File: config.mk
export PLATFORM = sky130hd
export DESIGN_NAME = click_chord_event_queue_top
export DESIGN_NICKNAME = d
export VERILOG_FILES = /design/src/hdl/cceq_pkg.sv /design/src/hdl/click_chord_event_queue_top.sv
export SDC_FILE = /design/constraint.sdc
export NUM_CORES = 2
export LEC_CHECK = 0
export BUFFER_PORTS_ARGS = -buffer_cell sky130_fd_sc_hd__clkbuf_2
export CORE_MARGIN = 4
export CORE_UTILIZATION = 65
export CTS_CLUSTER_SIZE = 8
export DETAILED_ROUTE_END_ITERATION = 7
export PLACE_DENSITY = 0.83
export REMOVE_ABC_BUFFERS = 1
export SLEW_MARGIN = 5
export SYNTH_ARGS = -nofsm -noshare
export SYNTH_HDL_FRONTEND = slang
export SYNTH_SLANG_ARGS = --single-unit
File: constraint.sdc
create_clock -name i_clk -period 20.4 [get_ports i_clk]
set_input_delay 4.08 -clock i_clk [delete_from_list [all_inputs] [get_ports i_clk]]
set_output_delay 4.08 -clock i_clk [all_outputs]
set_load 0.01 [all_outputs]
File: src/hdl/cceq_pkg.sv
// Package for the click-chord event queue.
// Holds the queue and encoder sizes, command and click codes, and the entry type.
// No dependencies.
package cceq_pkg;

    localparam int QUEUE_DEPTH   = 16;
    localparam int ENCODER_COUNT = 2;
    localparam int PTR_W         = $clog2(QUEUE_DEPTH);
    localparam int ENC_W         = $clog2(ENCODER_COUNT);

    localparam logic [1:0] CMD_EVENT = 2'd0;
    localparam logic [1:0] CMD_TICK  = 2'd1;
    localparam logic [1:0] CMD_POP   = 2'd2;

    localparam logic [2:0] KIND_NONE         = 3'd0;
    localparam logic [2:0] KIND_DOUBLE       = 3'd2;
    localparam logic [2:0] KIND_CHORD_SINGLE = 3'd3;
    localparam logic [2:0] KIND_CHORD_DOUBLE = 3'd4;

    localparam logic [7:0]  CHORD_SOURCE   = 8'hFE;
    localparam logic [15:0] WINDOW_RESET   = 16'd300;
    localparam logic [2:0]  ADDR_WINDOW    = 3'd0;

    typedef struct packed {
        logic [31:0] time_ms;
        logic [2:0]  click_kind;
        logic [15:0] rotation;
        logic [7:0]  source_id;
    } t_entry;

    typedef logic [PTR_W-1:0] t_ptr;

    // Ring successor; also correct for depths that are not a power of two.
    function automatic t_ptr next_slot(input t_ptr p);
        t_ptr r;
        if (p == t_ptr'(QUEUE_DEPTH - 1)) begin
            r = '0;
        end else begin
            r = p + t_ptr'(1);
        end
        return r;
    endfunction

endpackage

File: src/hdl/click_chord_event_queue_top.sv
// Click-chord event queue: input register, single-pass update, result register.
// Depends on cceq_pkg.
//
// Channel   | Direction | Handshake                     | Carries
// s_axis    | in        | tvalid/tready                 | command in tuser, event in tdata
// m_axis    | out       | tvalid/tready                 | pop result, found flag in tuser
// apb       | in        | psel/penable/pwrite, pready=1 | chord window register
//
// One request per cycle is taken while no pop is stalled; its state update is committed in a single
// pass from the input register to the queue and markers, when the request leaves the input register.
// A pop result is loaded into the output register together with that update.
// Reset is synchronous and active low; it empties the queue, clears markers and
// sets the window to 300 ms. A pop waits in the input register only while the
// result register is full and not being taken, and nothing is accepted behind it.
module click_chord_event_queue_top (
    input  logic                  i_clk,
    input  logic                  i_rst_n,
    input  logic                  s_axis_tvalid,
    output logic                  s_axis_tready,
    // [7:0] source_id, [23:8] rotation, [26:24] click_kind, [58:27] time_ms
    input  logic [63:0]           s_axis_tdata,
    // [1:0] command
    input  logic [1:0]            s_axis_tuser,
    output logic                  m_axis_tvalid,
    input  logic                  m_axis_tready,
    // [7:0] out_source_id, [23:8] out_rotation, [26:24] out_click_kind,
    // [58:27] out_time_ms
    output logic [63:0]           m_axis_tdata,
    // [0] valid_res
    output logic [0:0]            m_axis_tuser,
    input  logic                  psel,
    input  logic                  penable,
    input  logic                  pwrite,
    input  logic [2:0]            paddr,
    input  logic [31:0]           pwdata,
    output logic [31:0]           prdata,
    output logic                  pready
);
    import cceq_pkg::*;

    logic                r_in_valid;
    logic [1:0]          r_in_cmd;
    t_entry              r_in_entry;

    t_entry              r_store [QUEUE_DEPTH];
    t_ptr                r_rd;
    t_ptr                r_wr;
    t_ptr                n_rd;
    t_ptr                n_wr;
    logic [2:0]          r_mk [ENCODER_COUNT];
    logic [31:0]         r_mt [ENCODER_COUNT];
    logic [2:0]          n_mk [ENCODER_COUNT];
    logic [31:0]         n_mt [ENCODER_COUNT];
    logic [15:0]         r_window;

    logic                r_out_valid;
    logic                r_out_found;
    t_entry              r_out_entry;
    logic                n_out_found;
    t_entry              n_out_entry;

    logic                w_proceed;
    logic                w_we_a;
    logic                w_we_b;
    t_ptr                w_wr1;
    t_entry              w_chord;
    logic                w_in_range;
    logic [ENC_W-1:0]    w_cur;
    logic [ENC_W-1:0]    w_oth;
    logic [31:0]         w_gap;
    logic [31:0]         w_tick_age [ENCODER_COUNT];
    logic                w_cfg_write;

    assign w_proceed = r_in_valid && (r_in_cmd != CMD_POP || !r_out_valid || m_axis_tready);
    assign s_axis_tready = !r_in_valid || w_proceed;

    always_ff @(posedge i_clk) begin
        if (!i_rst_n) begin
            r_in_valid <= 1'b0;
        end else if (s_axis_tready) begin
            r_in_valid <= s_axis_tvalid;
        end
    end

    always_ff @(posedge i_clk) begin
        if (s_axis_tready && s_axis_tvalid) begin
            r_in_cmd   <= s_axis_tuser;
            r_in_entry <= s_axis_tdata[58:0];
        end
    end

    // Chord partner is the next encoder round the ring.
    assign w_in_range = r_in_entry.source_id < 8'(ENCODER_COUNT);
    assign w_cur      = r_in_entry.source_id[ENC_W-1:0];
    assign w_oth      = (w_cur == ENC_W'(ENCODER_COUNT - 1)) ? '0 : w_cur + ENC_W'(1);
    assign w_gap      = r_in_entry.time_ms - r_mt[w_oth];

    always_comb begin
        for (int i = 0; i < ENCODER_COUNT; i++) begin
            w_tick_age[i] = r_in_entry.time_ms - r_mt[i];
        end
    end

    assign w_wr1 = next_slot(r_wr);

    always_comb begin
        t_ptr rd_a;
        t_ptr wr2;
        logic chord_hit;

        n_rd        = r_rd;
        n_wr        = r_wr;
        n_mk        = r_mk;
        n_mt        = r_mt;
        w_we_a      = 1'b0;
        w_we_b      = 1'b0;
        n_out_found = 1'b0;
        n_out_entry = '0;

        rd_a = (w_wr1 == r_rd) ? next_slot(r_rd) : r_rd;
        wr2  = next_slot(w_wr1);
        chord_hit = r_in_entry.click_kind != KIND_NONE && w_in_range &&
                    r_mk[w_oth] != KIND_NONE && w_gap <= {16'd0, r_window};

        w_chord.source_id  = CHORD_SOURCE;
        w_chord.rotation   = '0;
        w_chord.click_kind = (r_in_entry.click_kind == KIND_DOUBLE &&
                              r_mk[w_oth] == KIND_DOUBLE) ? KIND_CHORD_DOUBLE
                                                          : KIND_CHORD_SINGLE;
        w_chord.time_ms    = (r_in_entry.time_ms > r_mt[w_oth]) ? r_in_entry.time_ms
                                                                : r_mt[w_oth];

        if (w_proceed) begin
            unique case (r_in_cmd)
                CMD_EVENT: begin
                    w_we_a = 1'b1;
                    if (chord_hit) begin
                        // The chord entry follows the event itself in the ring.
                        w_we_b = 1'b1;
                        n_wr   = wr2;
                        n_rd   = (wr2 == rd_a) ? next_slot(rd_a) : rd_a;
                        n_mk[w_oth] = KIND_NONE;
                    end else begin
                        n_wr = w_wr1;
                        n_rd = rd_a;
                        if (r_in_entry.click_kind != KIND_NONE && w_in_range) begin
                            n_mk[w_cur] = r_in_entry.click_kind;
                            n_mt[w_cur] = r_in_entry.time_ms;
                        end
                    end
                end
                CMD_TICK: begin
                    for (int i = 0; i < ENCODER_COUNT; i++) begin
                        if (r_mk[i] != KIND_NONE && w_tick_age[i] > {16'd0, r_window}) begin
                            n_mk[i] = KIND_NONE;
                        end
                    end
                end
                CMD_POP: begin
                    if (r_rd != r_wr) begin
                        n_out_found = 1'b1;
                        n_out_entry = r_store[r_rd];
                        n_rd        = next_slot(r_rd);
                    end
                end
                default: begin
                end
            endcase
        end
    end

    always_ff @(posedge i_clk) begin
        if (w_we_a) begin
            r_store[r_wr] <= r_in_entry;
        end
        if (w_we_b) begin
            r_store[w_wr1] <= w_chord;
        end
    end

    always_ff @(posedge i_clk) begin
        if (!i_rst_n) begin
            r_rd <= '0;
            r_wr <= '0;
            for (int i = 0; i < ENCODER_COUNT; i++) begin
                r_mk[i] <= KIND_NONE;
                r_mt[i] <= '0;
            end
        end else begin
            r_rd <= n_rd;
            r_wr <= n_wr;
            r_mk <= n_mk;
            r_mt <= n_mt;
        end
    end

    always_ff @(posedge i_clk) begin
        if (!i_rst_n) begin
            r_out_valid <= 1'b0;
        end else if (w_proceed && r_in_cmd == CMD_POP) begin
            r_out_valid <= 1'b1;
        end else if (m_axis_tready) begin
            r_out_valid <= 1'b0;
        end
    end

    always_ff @(posedge i_clk) begin
        if (w_proceed && r_in_cmd == CMD_POP) begin
            r_out_found <= n_out_found;
            r_out_entry <= n_out_entry;
        end
    end

    assign m_axis_tvalid = r_out_valid;
    assign m_axis_tdata  = {5'd0, r_out_entry};
    assign m_axis_tuser  = r_out_found;

    // Configuration port: only paddr[2] is decoded, so every address with paddr[2] clear reaches the window word.
    assign pready      = 1'b1;
    assign w_cfg_write = psel && penable && pwrite && pready;

    always_ff @(posedge i_clk) begin
        if (!i_rst_n) begin
            r_window <= WINDOW_RESET;
        end else if (w_cfg_write && paddr[2] == ADDR_WINDOW[2]) begin
            r_window <= pwdata[15:0];
        end
    end

    assign prdata = (paddr[2] == ADDR_WINDOW[2]) ? {16'd0, r_window} : 32'd0;

    a_reset_empties: assert property (@(posedge i_clk)
        !i_rst_n |=> r_rd == r_wr)
        else $error("queue not empty after reset");

    a_stall_holds: assert property (@(posedge i_clk) disable iff (!i_rst_n)
        r_in_valid && !w_proceed |=> r_in_valid && $stable(r_in_cmd) && $stable(r_in_entry))
        else $error("stalled request lost");

    a_pop_advances: assert property (@(posedge i_clk) disable iff (!i_rst_n)
        w_proceed && r_in_cmd == CMD_POP && r_rd != r_wr |=> r_rd != $past(r_rd))
        else $error("pop did not advance read pointer");

    a_empty_zero: assert property (@(posedge i_clk) disable iff (!i_rst_n)
        m_axis_tvalid && !m_axis_tuser[0] |-> m_axis_tdata == 64'd0)
        else $error("empty pop result not zero");

endmodule
==> results.json <==
{
  "ctsResizeCount": 0,
  "synth_edf_count": 681,
  "switching_share": 0.244,
  "ios": 208,
  "internal-power_mw": 4.18,
  "hold_viol_final": 0,
  "routed_via_density": 7.26,
  "core_area_um2": 93300,
  "p_leak_nw": 22.8,
  "crit_top_cell": "clkbuf_2",
  "seq_area_frac_synth": 0.491,
  "drv_slew": 0,
  "violations": "design-rule violations",
  "avgRoutedWirePerCell_um": 29.0,
  "timing.fmax_mhz": 112,
  "initial_utilization": 0.656,
  "whs_ns": 0.453,
  "drc": 72,
  "nFillCells": 6089,
  "antenna_found_initial": 7,
  "cts_buffer_depth": 3,
  "asyncSetResetFlopFracSynth": 0,
  "syn_inst": 5860,
  "rows": 112,
  "synth_common_cells": "nand2_1, edfxtp_1, o21ai_0",
  "start_kind": "input port",
  "setup_viol": 0,
  "synth_area_leaders": "edfxtp_1, dfxtp_1, mux4_2, nand2_1, mux2i_1",
  "cts_tree": "done",
  "crit_path_cell_trace": "clkbuf_2 -> nand2b_1 -> nor2_1 -> inv_1 -> clkbuf_2",
  "fin_area_um2": 67300,
  "cp_slowest_stage_delay_ns": 0.28,
  "outcome": "finished with violations",
  "syn_area_um2": 61200,
  "htree_num_levels": 4,
  "layout.nets": 6027,
  "dp.cells": 6852,
  "routabilityCongestion": 0.956,
  "die_x_um": 315,
  "firstDrtPassIters": 8,
  "min_period_ns": 8.90,
  "finalCritPeriodShare": 0.437,
  "synth-compound-area-share": 0.115,
  "die_area_um2": 99100,
  "yosys.area_share.simple": 0.143,
  "die_h_um": 315,
  "power_density_nw_per_um2": 82.2,
  "io_buffers": 162,
  "clock_skew_ns": 0.0511,
  "post-cts-setup-buffer-count": 0,
  "tns_ns": 0,
  "grt_pass1_wl_mm": 305,
  "dp_hpwl_mm": 115,
  "ant_nets": 0,
  "drive_gt1_frac": 0.163,
  "pwr-share-comb": 0.083,
  "grt_usage": 0.409,
  "syn2layout_area_growth_pct": 10.0,
  "synthMuxAreaShare": 0.159,
  "drt_iter0_drc": 9058,
  "synth_xor_area_frac": 0.0113,
  "drv_cap": 0,
  "first_global_vias": 51379,
  "grt.overflow.total": 0,
  "synthAdderAreaFrac": 0.0321,
  "clk_latency_ns": 0.79,
  "synthMostInstantiatedCell": "nand2_1",
  "postSynthAreaPerCell_um2": 10.4,
  "synth-warning-count": 0,
  "finalNonFillerCells": 7097,
  "p_sw_mw": 1.35,
  "root_buffer": "clkbuf_16",
  "synth-seq-cells": 1161,
  "crit_arrival_ns": 4.82,
  "cts_hold_buffers": 0,
  "slew_headroom": 0.0300,
  "worst-setup-path-type": "in -> out",
  "ys_types": 86,
  "vias": 51542,
  "place_ws_ns": 11.48,
  "post-synth-top-area-cell": "edfxtp_1",
  "clkPwrFrac": 0.457,
  "hp-class": "reg -> reg",
  "final_core_util": 0.722,
  "crit_fanout": 4,
  "peakVddDrop_mv": 0.0913,
  "layout_setup_ws_ns": 11.50,
  "placed_area_um2": 62600,
  "clk_transition_reported_paths_ns": 0.04,
  "rsz0062_at_grt": "no",
  "seqPwrFrac": 0.460,
  "worstPathRequired_ns": 16.32,
  "slowest_stage": "nor2_1",
  "grt_max_degree": 84,
  "yosys_most_used_dff": "edfxtp_1",
  "synth_top_area_frac": 0.334,
  "routed_wl_mm": 206,
  "power.total_mw": 5.53,
  "cts_made_buffers": 164,
  "critPathCaptureType": "output pin",
  "synth_top_family_by_area": "multiplexers",
  "tightest_slew_ns": 1.44,
  "cts_sinks": 1161
}
==> layout by cell type (no fill, tap or decap), types with 162 or more instances in the layout <==
cell / Yosys / layout
nand2_1: 839 / 829
edfxtp_1: 681 / 681
o21ai_0: 513 / 506
dfxtp_1: 480 / 476
nand3_1: 408 / 408
mux4_2: 295 / 295
mux2i_1: 301 / 292
nor2_1: 302 / 290
a21oi_1: 280 / 280
o21ai_1: 166 / 166
clkbuf_16: 0 / 166
clkbuf_2: 0 / 162
==> per-layer routing <==
layer,vias to the layer above,global-route usage,wire (um)
li1,21140,-,-
met1,24158,0.505,66900
met2,4899,0.607,88800
met3,1331,0.153,34000
met4,14,0.267,16100
met5,-,0,98
==> power by group through the flow <==
stage / Sequential [mW] / Clock [mW] / Combinational [mW]
after floorplan: 2.61 / 0 / 0.295
after global placement: 2.59 / 0 / 0.430
after detailed placement: 2.59 / 0 / 0.439
after CTS: 2.55 / 2.52 / 0.444
after global routing: 2.55 / 2.62 / 0.487
final: 2.55 / 2.53 / 0.459
==> critical path, delay by kind of cell <==
family        cells  cell delay, ns
buf+inv           3            0.27
simple gates      2            0.47
==> cell type report <==
type	instances	area, um^2	share of cell area
inverters	138	518	0.00769
clock inverters	11	231	0.00344
multi-input cells	3998	28600	0.425
repair buffers	301	1880	0.0279
flip-flops and latches	1161	30100	0.447
well taps	1254	1570	0.0233
diodes	3	7.51	0.000111
clock buffers	231	4440	0.0659
==> state kept, by name, indices dropped and copies added, names as in the netlist, 2 cells and up <==
register      flops
r_store         944
r_mt             64
m_axis_tdata     59
r_in_entry       59
r_window         16
r_mk              6
r_rd              4
r_wr              4
r_in_cmd          2
==> cell families (layout without fill, tap and decap cells) <==
kind of cell / Yosys count / after routing
AO/OA/AOI/OAI: 1240 / 1240
XOR/XNOR: 79 / 79
adder cells (fa/ha/maj): 155 / 155
buffers and inverters: 721 / 681
flip-flops: 1161 / 1161
multiplexers: 602 / 602
other: 2 / 25
AND/OR/NAND/NOR: 1900 / 1900
==> path summary, 6_finish.rpt <==
kind,from,end,slack (ns),cells after the start
max,m_axis_tready,s_axis_tready,11.50,5
min,r_window[13],r_window[13],0.45,2
max reg2reg,r_in_entry[0],r_store[4][44],11.80,24
min reg2reg,r_window[13],r_window[13],0.45,2
Power figures use the tool's default switching activity.
